--- src/sv/brc_pkg.sv ---
// Shared types and constants for the byte recurrence checksum core.
package brc_pkg;

   // Per-position multipliers; the products are kept modulo 256.
   localparam logic [7:0]  BRC_ALPHA     = 8'd17;
   localparam logic [7:0]  BRC_BETA      = 8'd31;
   // Offset added to the first byte of a message.
   localparam logic [7:0]  BRC_FIRST_ADD = 8'd7;
   // Fold modulus for the current term.
   localparam logic [16:0] BRC_FOLD      = 17'd65535;
   // Added to a negative difference: 256 * 65535 plus one for the 2^64 wrap.
   localparam logic [24:0] BRC_WRAP_BIAS = 25'h0FFFF01;

   typedef struct packed {
      logic [15:0] previous_term;
      logic [15:0] current_term;
      logic [7:0]  byte_position;
      logic        at_message_start;
   } brc_terms_type;

   localparam brc_terms_type BRC_REARM = '{
      previous_term:    16'd1,
      current_term:     16'd1,
      byte_position:    8'd0,
      at_message_start: 1'b1
   };

endpackage

--- src/sv/byte_recurrence_checksum_core.sv ---
// Top level of the byte recurrence checksum core.
//
//   channel | direction | ports                                   | beat
//   req     | in        | req_valid, req_ready, req_data_byte,    | one message byte
//           |           | req_last_byte                           |
//   rsp     | out       | rsp_valid, rsp_ready, rsp_checksum      | one checksum
//
// One byte is taken every cycle unless a waiting checksum stalls the input. A byte
// waits in the input register for its term update; a last byte's update writes its
// checksum into the result register. The rate is set by the term update (two small
// multiplies, one subtract and the modulus fold) that each byte needs before the next.
// Reset is synchronous and rearms the terms; it drops any buffered byte and result.
// A waiting checksum stalls the core only when a further last byte is ready to finish.
module byte_recurrence_checksum_core
   import brc_pkg::*;
(
   input  logic        clock,
   input  logic        reset,
   input  logic        req_valid,
   output logic        req_ready,
   input  logic [7:0]  req_data_byte,
   input  logic        req_last_byte,
   output logic        rsp_valid,
   input  logic        rsp_ready,
   output logic [15:0] rsp_checksum
);

   // Input register: one byte waiting for its term update.
   logic          in_valid_ff, in_valid_in;
   logic [7:0]    in_byte_ff, in_byte_in;
   logic          in_last_ff, in_last_in;

   // Running terms of the open message.
   brc_terms_type terms_ff, terms_in;
   brc_terms_type step_terms;

   // Result register.
   logic          rsp_valid_ff, rsp_valid_in;
   logic [15:0]   rsp_checksum_ff, rsp_checksum_in;

   logic          advance;
   logic          req_take;

   brc_term_step u_step (
      .terms      (terms_ff),
      .data_byte  (in_byte_ff),
      .terms_next (step_terms)
   );

   // The buffered byte moves on unless it closes a message and the result
   // register still holds a checksum that is not being taken.
   assign advance   = in_valid_ff && (!in_last_ff || !rsp_valid_ff || rsp_ready);
   assign req_ready = !reset && (!in_valid_ff || advance);
   assign req_take  = req_valid && req_ready;

   always_comb begin
      in_valid_in     = in_valid_ff;
      in_byte_in      = in_byte_ff;
      in_last_in      = in_last_ff;
      terms_in        = terms_ff;
      rsp_valid_in    = rsp_valid_ff;
      rsp_checksum_in = rsp_checksum_ff;

      if (rsp_ready) begin
         rsp_valid_in = 1'b0;
      end

      if (advance) begin
         in_valid_in = 1'b0;
         if (in_last_ff) begin
            // The message closes: hand out its checksum and start afresh.
            terms_in        = BRC_REARM;
            rsp_valid_in    = 1'b1;
            rsp_checksum_in = step_terms.current_term;
         end else begin
            terms_in = step_terms;
         end
      end

      if (req_take) begin
         in_valid_in = 1'b1;
         in_byte_in  = req_data_byte;
         in_last_in  = req_last_byte;
      end
   end

   always_ff @(posedge clock) begin
      if (reset) begin
         in_valid_ff  <= 1'b0;
         terms_ff     <= BRC_REARM;
         rsp_valid_ff <= 1'b0;
      end else begin
         in_valid_ff  <= in_valid_in;
         terms_ff     <= terms_in;
         rsp_valid_ff <= rsp_valid_in;
      end
      in_byte_ff      <= in_byte_in;
      in_last_ff      <= in_last_in;
      rsp_checksum_ff <= rsp_checksum_in;
   end

   assign rsp_valid    = rsp_valid_ff;
   assign rsp_checksum = rsp_checksum_ff;

endmodule

--- src/sv/brc_term_step.sv ---
// Combinational next-term logic for one message byte.
module brc_term_step
   import brc_pkg::*;
(
   input  brc_terms_type terms,
   input  logic [7:0]    data_byte,
   output brc_terms_type terms_next
);

   logic [7:0]  coef_a;
   logic [7:0]  coef_b;
   logic [8:0]  scaled_byte;
   logic [24:0] prod_cur;
   logic [23:0] prod_prev;
   logic        diff_neg;
   logic [24:0] diff;
   logic [16:0] fold_sum;
   logic [16:0] fold_red;

   assign coef_a      = 8'(terms.byte_position * BRC_ALPHA);
   assign coef_b      = 8'(terms.byte_position * BRC_BETA);
   assign scaled_byte = {1'b0, data_byte} + {1'b0, coef_a};
   assign prod_cur    = {16'd0, scaled_byte} * {9'd0, terms.current_term};
   assign prod_prev   = {16'd0, coef_b} * {8'd0, terms.previous_term};

   // A negative difference is lifted into range by a multiple of the modulus
   // plus the one that the 64-bit wrap contributes.
   assign diff_neg = prod_cur < {1'b0, prod_prev};
   assign diff     = prod_cur - {1'b0, prod_prev} + (diff_neg ? BRC_WRAP_BIAS : 25'd0);

   // Since 2^16 is one more than the modulus, the high part folds onto the low.
   assign fold_sum = {8'd0, diff[24:16]} + {1'b0, diff[15:0]};
   assign fold_red = (fold_sum >= BRC_FOLD) ? fold_sum - BRC_FOLD : fold_sum;

   always_comb begin
      if (terms.at_message_start) begin
         terms_next.previous_term    = 16'd1;
         terms_next.current_term     = {8'd0, data_byte} + {8'd0, BRC_FIRST_ADD};
         terms_next.byte_position    = 8'd1;
         terms_next.at_message_start = 1'b0;
      end else begin
         terms_next.previous_term    = terms.current_term;
         terms_next.current_term     = fold_red[15:0];
         terms_next.byte_position    = terms.byte_position + 8'd1;
         terms_next.at_message_start = 1'b0;
      end
   end

endmodule

--- config.mk ---
export PLATFORM = sky130hd
export DESIGN_NAME = byte_recurrence_checksum_core
export DESIGN_NICKNAME = d
export VERILOG_FILES = /design/src/sv/brc_pkg.sv /design/src/sv/byte_recurrence_checksum_core.sv /design/src/sv/brc_term_step.sv
export SDC_FILE = /design/constraint.sdc
export NUM_CORES = 1
export LEC_CHECK = 0
export CAP_MARGIN = 20
export CORE_MARGIN = 10
export CORE_UTILIZATION = 35
export CTS_CLUSTER_DIAMETER = 120
export DETAILED_ROUTE_END_ITERATION = 10
export DONT_BUFFER_PORTS = 1
export GPL_TIMING_DRIVEN = 0
export PLACE_DENSITY = 0.57
export SLEW_MARGIN = 15
export SYNTH_ARGS = -nofsm -noshare
export SYNTH_HDL_FRONTEND = slang
export SYNTH_SLANG_ARGS = --single-unit
export TNS_END_PERCENT = 20
--- constraint.sdc ---
create_clock -name clock -period 18.95 [get_ports clock]
set_input_delay 3.79 -clock clock [delete_from_list [all_inputs] [get_ports clock]]
set_output_delay 3.79 -clock clock [all_outputs]
set_load 0.005 [all_outputs]
# [Word-level counts from Yosys, hierarchy flattened]
# Index checks and enable logic that the tools add are counted.
[totals] ff_bits=68 input_bits=13 output_inout_bits=18 word_cells=43
[classes] n_addsub=7 multipliers=4 magnitude_cmp=2 muxes=9 n_reduce_logical=12
[op_table] cell="2-to-1 mux 41 bit" n=2
[op_table] cell="adder 25 bit" n=1
[op_table] cell="< comparator 25 x 24 -> 1 bit" n=1
[op_table] cell="multiplier 9 x 16 -> 25 bit" n=1
[op_table] cell="subtractor 25 x 24 -> 25 bit" n=1
[op_table] cell="multiplier 8 x 16 -> 24 bit" n=1
[op_table] cell="2-to-1 mux 24 bit" n=1
[op_table] cell="adder 9 x 16 -> 17 bit" n=1
[op_table] cell=">= comparator 17 x 16 -> 1 bit (second input constant)" n=1
[op_table] cell="multiplier 8 x 5 -> 8 bit (second input constant)" n=2
[op_table] cell="2-to-1 mux 16 bit" n=1
[op_table] cell="subtractor 16 bit (second input constant)" n=1
[op_table] cell="adder 8 x 3 -> 9 bit (second input constant)" n=1
[op_table] cell="adder 8 x 8 -> 9 bit" n=1
[op_table] cell="adder 8 x 1 -> 8 bit (second input constant)" n=1
[op_table] cell="2-to-1 mux 1 bit" n=5
[op_table] cell="logical NOT 1 bit" n=4
[op_table] cell="logical AND 1 bit" n=3
[op_table] cell="logical OR 1 bit" n=3
[op_table] cell="AND reduction 2 bit" n=1
[op_table] cell="nonzero test 2 bit" n=1

# [Logic depth before layout (Yosys ltp)]
# Gate-level depths: netlist of the first run.
[depth] word_depth=11 ltp_mapped=66 ltp_nobuf=63

# [By module]
# Synthesis of the first run repeated with hierarchy kept, for this count alone.
[unflattened] hier_cells=1681 area_unflattened_um2=14878.0
[modules_own_cells] mod="brc_term_step" instances=1 cells_each=1550 area_each_um2=12754.7 seq_area_each_um2=0.0
[modules_own_cells] mod="byte_recurrence_checksum_core" instances=1 cells_each=131 area_each_um2=2123.3 seq_area_each_um2=1611.5

# [Worst setup path before layout of the first run]
# No wires, ideal clock.
[synth_path] kind="register to register" startpoint="register terms_ff[2] (netlist bit)" endpoint="register terms_ff[23] (netlist bit)" setup_ps=117 t_arrival_ps=14626 required_ps=18833 slack_ps=4207 path_stages_with_launch=65 path_buffers=4 synth_period_minus_slack_ps=14743 path_cell_list="dfxtp_1 inv_1 fa_1 inv_1 fa_1 inv_1 fa_1 inv_1 ha_1 inv_1 o21bai_1 a21oi_1 xnor2_1 clkbuf_1 nand2_1 fa_1 fa_1 fa_1 (+29 left out) nand4_1 nand4b_1 a21oi_1 o21bai_1 a21oi_1 xnor2_1 ha_1 or4_1 o21ai_0 a21oi_1 a31oi_4 and3_1 mux2i_1 a211oi_2 o2111a_4 o21ai_4 or4_4 a32o_1"
[synth_via] elab_chain_len=11 word_cells_on_any_way=15 cone_classes="add/sub: 5; mul: 4; order compare: 2; mux: 4"
[synth_lines] item="from (decl)" line_no="byte_recurrence_checksum_core.sv:34" rtl="brc_terms_type terms_ff, terms_in;"
[synth_lines] item="from (signal assigned)" line_no="byte_recurrence_checksum_core.sv:94" rtl="terms_ff <= terms_in;"
[synth_lines] item="multiplier 8 x 5 -> 8 bit" line_no="brc_term_step.sv:20" rtl="assign coef_a = 8'(terms.byte_position * BRC_ALPHA);"
[synth_lines] item="adder 8 x 8 -> 9 bit" line_no="brc_term_step.sv:22" rtl="assign scaled_byte = {1'b0, data_byte} + {1'b0, coef_a};"
[synth_lines] item="multiplier 9 x 16 -> 25 bit" line_no="brc_term_step.sv:23" rtl="assign prod_cur = {16'd0, scaled_byte} * {9'd0, terms.current_term};"
[synth_lines] item="< comparator 25 x 24 -> 1 bit" line_no="brc_term_step.sv:28" rtl="assign diff_neg = prod_cur < {1'b0, prod_prev};"
[synth_lines] item="2-to-1 mux 24 bit" line_no="brc_term_step.sv:29" rtl="assign diff = prod_cur - {1'b0, prod_prev} + (diff_neg ? BRC_WRAP_BIAS : 25'd0);"
[synth_lines] item="adder 25 bit *" line_no="brc_term_step.sv:29"
[synth_lines] item="adder 9 x 16 -> 17 bit *" line_no="brc_term_step.sv:32" rtl="assign fold_sum = {8'd0, diff[24:16]} + {1'b0, diff[15:0]};"
[synth_lines] item="subtractor 16 bit / >= comparator 17 x 16 -> 1 bit (equally long branches)" line_no="brc_term_step.sv:33" rtl="assign fold_red = (fold_sum >= BRC_FOLD) ? fold_sum - BRC_FOLD : fold_sum;"
[synth_lines] item="2-to-1 mux 16 bit *" line_no="brc_term_step.sv:33"
[synth_lines] item="2-to-1 mux 41 bit *" line_no="brc_term_step.sv:36" rtl="if (terms.at_message_start) begin"
[synth_lines] item="2-to-1 mux 41 bit *" line_no="byte_recurrence_checksum_core.sv:70" rtl="if (in_last_ff) begin"
# Mark *: on every way between the ends. The rest lies on a longest branch, timed or not.
# A chain may end at the register's enable or synchronous reset.

==> flow_metrics.tcl, run 1 <==
set metrics [dict create \
    status "complete, no violations" \
    cts.clk_slew.worst_paths_ns 0.06 \
    cap_violations 0 \
    finalHoldViolCount 0 \
    rsz0062_at_grt "no" \
    cts-buffers-inserted 9 \
    grt_pass1_wl_mm 64.6 \
    slew_violations 0 \
    dp_hpwl_mm 33.4 \
    num_antenna_cells 0 \
    clockBufferDepth 2 \
    setup_viol 0 \
    hp-class "reg2reg" \
    tightestPinTransition_ns 0.994 \
    place_inst 2284 \
    synth_area_per_cell_um2 8.63 \
    grt_max_degree 19 \
    grt_use_total_pct 15.7 \
    fin_worst_skew_ns 0.00908 \
    grt_pass1_vias 12300 \
    cp_slowest_cell "o41ai_1" \
    clock_latency_ns 0.34 \
    max_freq_ghz 0.0567 \
    die_height_um 227 \
    async_flop_share_pct 0 \
    nFillCells 4333 \
    crit_family "adder cells" \
    num_vias 11900 \
    ys_seq_area_share_pct 10.7 \
    dr.pass1.iters 5 \
    area_growth_pct 6.74 \
    wire_per_inst_um 17.1 \
    relSlewSlack_pct 33.3 \
    cts_tree "built" \
    fin_cells 2299 \
    min_period_ns 17.64 \
    fin_setup_tns_ns 0 \
    drc_errors 0 \
    arrival_ns 17.69 \
    path_buf_inv 13 \
    chipWidth_um 227 \
    required_ns 19.00 \
    gp_congestion 0.904 \
    netlist_area_um2 15100 \
    synth-edff-count 25 \
    cpPeakStageDelay_ns 0.77 \
    synthCells 1745 \
    yosys_most_used_dff "dfxtp_1" \
    clock-sinks 68 \
    viasPerCell 5.17 \
    root_buffer "clkbuf_16" \
    end_kind "register" \
    final_nets 2155 \
    ctsResizeCount 0 \
    wirelength_mm 39.2 \
    ant_nets 0 \
    crit_top_cell "inv_1" \
    ctsHoldBuffers 0 \
    start_kind "register" \
    post_cts_buffers 0 \
    ioPinCount 31 \
    yosysWarnings 0 \
    core_area_um2 42200 \
    overflow 0 \
    row_count 75 \
    synth_nets 2145 \
    crit_type "reg2reg" \
    port-buffer-count 0 \
    drt_iter0_drc 746 \
    ys_ff_latch 68 \
    dieArea_um2 51700 \
    drive_above_1_share_pct 2.95 \
    critPathMaxFanout 16 \
    antenna_found_initial 0 \
    fin_util_pct 38.1 \
    synth_cell_types 83 \
    finalCritPeriodShare_pct 93.1 \
    htree_levels 3 \
    start_util_pct 35.7 \
]
## area by class of cell
class                           instances  area (µm²)  area share, %
Multi-Input combinational cell       1325       12100           75.4
Sequential cell                        68        1610           10.0
Inverter                              290        1090           6.77
Tap cell                              539         674           4.20
Clock buffer                           11         275           1.71
Buffer                                 61         240           1.49
Clock inverter                          5        61.3          0.381
## sequential cells by signal (all words and copies together) (netlist names)
signal,count
rsp_checksum,16
terms_ff,41
in_byte_ff,8
in_last_ff,1
rsp_valid,1
in_valid_ff,1
## synth_stat cells (11+ instances only)
cell type / count / area (µm²)
a22oi_1: 17 / 128
nor3_1: 21 / 105
ha_1: 183 / 2290
o21a_1: 15 / 113
a21o_1: 32 / 240
inv_1: 290 / 1090
and2_1: 127 / 795
dfxtp_1: 43 / 861
edfxtp_1: 25 / 751
fa_1: 204 / 4080
o21ai_0: 32 / 160
nor2b_1: 27 / 169
nor2_1: 76 / 285
clkbuf_1: 52 / 195
nand2_1: 188 / 706
nand2b_1: 12 / 75.1
nand4_1: 11 / 68.8
xnor2_1: 84 / 736
a21oi_1: 76 / 380
and3_1: 17 / 106
nand3_1: 21 / 105
xor2_1: 32 / 280
## layout by cell type (no fill, tap or decap), types with 9 or more instances in the layout
master     Yosys  layout
nand2_1      188     188
nor2_1        76      76
a21oi_1       76      76
o21a_1        15      15
edfxtp_1      25      25
a31oi_1       10      10
o211ai_1      10      10
clkbuf_1      52      51
clkbuf_16      0      11
o21ai_0       32      32
inv_1        290     290
o21bai_1       9       9
fa_1         204     204
a22oi_1       17      17
and3_1        17      17
nand4_1       11      11
xor2_1        32      32
ha_1         183     183
xnor2_1       84      83
nand3_1       21      21
nand2b_1      12      12
and2_1       127     127
dfxtp_1       43      43
nor3_1        21      21
a21o_1        32      32
nor2b_1       27      27
## through the flow
stage	hold WS, ns	area [µm²]	setup slack, ns
floorplan	0.434	15100	4.21
global placement	0.451	15700	1.01
detailed placement	0.471	15700	0.889
CTS	0.487	16100	0.845
global route	0.503	16100	0.170
finish	0.495	16100	1.31
## final timing paths
check             depth (start not counted)  slack (ns)               end         start
setup reg to reg                         59        1.31  rsp_checksum[10]   terms_ff[3]
hold reg to reg                           2        0.49      terms_ff[39]  terms_ff[23]
setup / recovery                         59        1.31  rsp_checksum[10]   terms_ff[3]
hold / removal                            2        0.49      terms_ff[39]  terms_ff[23]
## worst min-delay path, delay by kind of cell (launching register included)
kind               cells  cell delay, ns
DFF                    1            0.32
and+or+nand+nor        1            0.08
AOI/OAI and AO/OA      1            0.07
## cell families (layout without fill, tap and decap cells)
logic type	Yosys count	count (layout)	synth area share, %
AND/OR/NAND/NOR	542	542	18.2
adder cells (fa/ha/maj)	387	387	42.3
buffers and inverters	352	367	8.85
AO/OA/AOI/OAI	272	272	12.6
XOR/XNOR	117	117	6.86
flip-flops	68	68	10.7
multiplexers	7	7	0.474
## per-layer routing
metal  global-route usage (%)  wire length [µm]  vias up
met5                        0                 0        -
met4                     4.64              1080        0
met3                     1.57              1490       59
met2                     25.6             18100      244
met1                     21.4             18500     5903
li1                         -                 -     5686
Power of run 1 is left out: the tool's default activity adds up to more than one toggle a clock period on the data nets, which glitch-free logic cannot reach.
==> inputs of run 2 (changes only) <==
- CORE_ASPECT_RATIO: not set -> 1.75
==> run 2 against run 1 <==
  * Wire length increased by 16%
  * Final cell count grew 1.0%
  * Clock skew grew 0.0012 ns
  * Sequential cell count stayed put
  * Core utilization down 0.17 points
  * Critical path type unchanged
  * Critical endpoint is now rsp_checksum[13]
  * Largest cell class unchanged
==> flow_metrics.tcl, run 2 (synthesis gave the netlist of run 1 again) <==
set metrics [dict create \
    hp-class "reg2reg" \
    relSlewSlack_pct 30.6 \
    htree_levels 3 \
    crit_top_cell "fa_1" \
    ctsResizeCount 0 \
    mostFrequentLayoutCells "inv_1 (290), fa_1 (204), nand2_1 (188)" \
    r2r_start "terms_ff[2]" \
    gp_congestion 0.941 \
    overflow 0 \
    setup_viol 0 \
    cpPeakStageDelay_ns 0.74 \
    start_util_pct 35.4 \
    ioPinCount 31 \
    start_kind "register" \
    cts-buffers-inserted 9 \
    regMostFlops "terms_ff" \
    drc_errors 0 \
    area_growth_pct 7.06 \
    fin_setup_tns_ns 0 \
    fin_worst_skew_ns 0.0103 \
    ctsHoldBuffers 0 \
    largest_reg_flops 41 \
    finalHoldViolCount 0 \
    dr.pass1.iters 5 \
    status "complete, no violations" \
    finalCritPeriodShare_pct 93.4 \
    cts.clk_slew.worst_paths_ns 0.07 \
    cp-startpoint "terms_ff[2]" \
    ant_nets 0 \
    register_area_um2 1610 \
    dp_hpwl_mm 38.3 \
    root_buffer "clkbuf_16" \
    wirelength_mm 45.6 \
    clock_latency_ns 0.36 \
    required_ns 19.04 \
    drt_iter0_drc 604 \
    final_common_cell "inv_1" \
    multiInputGateArea_um2 12200 \
    cts_tree "built" \
    chipWidth_um 177 \
    min_from "terms_ff[19]" \
    cp_slowest_cell "a2111oi_1" \
    viasPerCell 5.26 \
    slew_violations 0 \
    dieArea_um2 52000 \
    reg2regPathDepth 61 \
    die_height_um 294 \
    post_cts_buffers 0 \
    cap_violations 0 \
    grt_pass1_vias 13100 \
    r2r-end "rsp_checksum[13]" \
    arrival_ns 17.79 \
    rsz0062_at_grt "no" \
    critPathCapture "rsp_checksum[13]" \
    num_vias 12200 \
    drive_above_1_share_pct 3.12 \
    clockBufferDepth 2 \
    num_antenna_cells 0 \
    max_freq_ghz 0.0565 \
    grt_use_total_pct 17.8 \
    critPathMaxFanout 13 \
    final_nets 2156 \
    grt_max_degree 19 \
    end_kind "register" \
    clock-sinks 68 \
    wire_per_inst_um 19.6 \
    crit_type "reg2reg" \
    row_count 100 \
    core_area_um2 42500 \
    port-buffer-count 0 \
    nFillCells 4452 \
    grt_pass1_wl_mm 71.8 \
    rrSetupSlack_ns 1.25 \
    min_period_ns 17.70 \
    tightestPinTransition_ns 1.03 \
    antenna_found_initial 1 \
]
## run 2: worst min path at each step
stage,endpoint,slack (ns),cells past startpoint
2_1_floorplan,terms_ff[11],0.43,2
3_3_place_gp,terms_ff[11],0.45,2
3_5_place_dp,terms_ff[11],0.46,2
4_1_cts,terms_ff[35],0.49,2
5_1_grt,terms_ff[24],0.52,2
6_report,terms_ff[35],0.49,2
## run 2: cell type report
| type | instances | share of cell area, % |
|---|---|---|
| flip-flops and latches | 68 | 10.0 |
| multi-input cells | 1325 | 75.4 |
| plain buffers | 62 | 1.52 |
| clock buffers | 10 | 1.42 |
| inverters | 290 | 6.75 |
| well taps | 561 | 4.35 |
| clock inverters | 6 | 0.551 |
## run 2: critical path, delay by kind of cell, from the launching register on
kind,cells,cell delay [ns]
adder cells (fa/ha/maj),13,5.71
flip-flops,1,0.59
buffers and inverters,9,1.68
AND/OR/NAND/NOR,10,1.85
XOR/XNOR,4,1.32
AO/OA/AOI/OAI,25,6.27
## run 2: metrics by stage
stage / instance area [µm²] / cells / util [%] / worst slack, ns / hold WS [ns]
floorplan: 15100 / 1745 / - / 4.21 / 0.434
global placement: 15800 / 2306 / 37.0 / 0.462 / 0.454
detailed placement: 15800 / 2306 / 37.1 / 0.890 / 0.457
CTS: 16100 / 2322 / 37.9 / 0.807 / 0.493
global route: 16100 / 2322 / 37.9 / 0.0525 / 0.522
finish: 16100 / 2322 / 37.9 / 1.25 / 0.492
## run 2: per-layer routing
metal,routed length [µm],global-route usage (%),part of all wire [%],vias to the layer above
met3,1270,1.93,2.8,105
met4,2680,9.73,5.9,2
li1,-,-,-,5684
met5,19,0,0.042,-
met1,16000,17.4,35,6152
met2,25600,35.0,56,277
Power of run 2 is left out for the same reason.
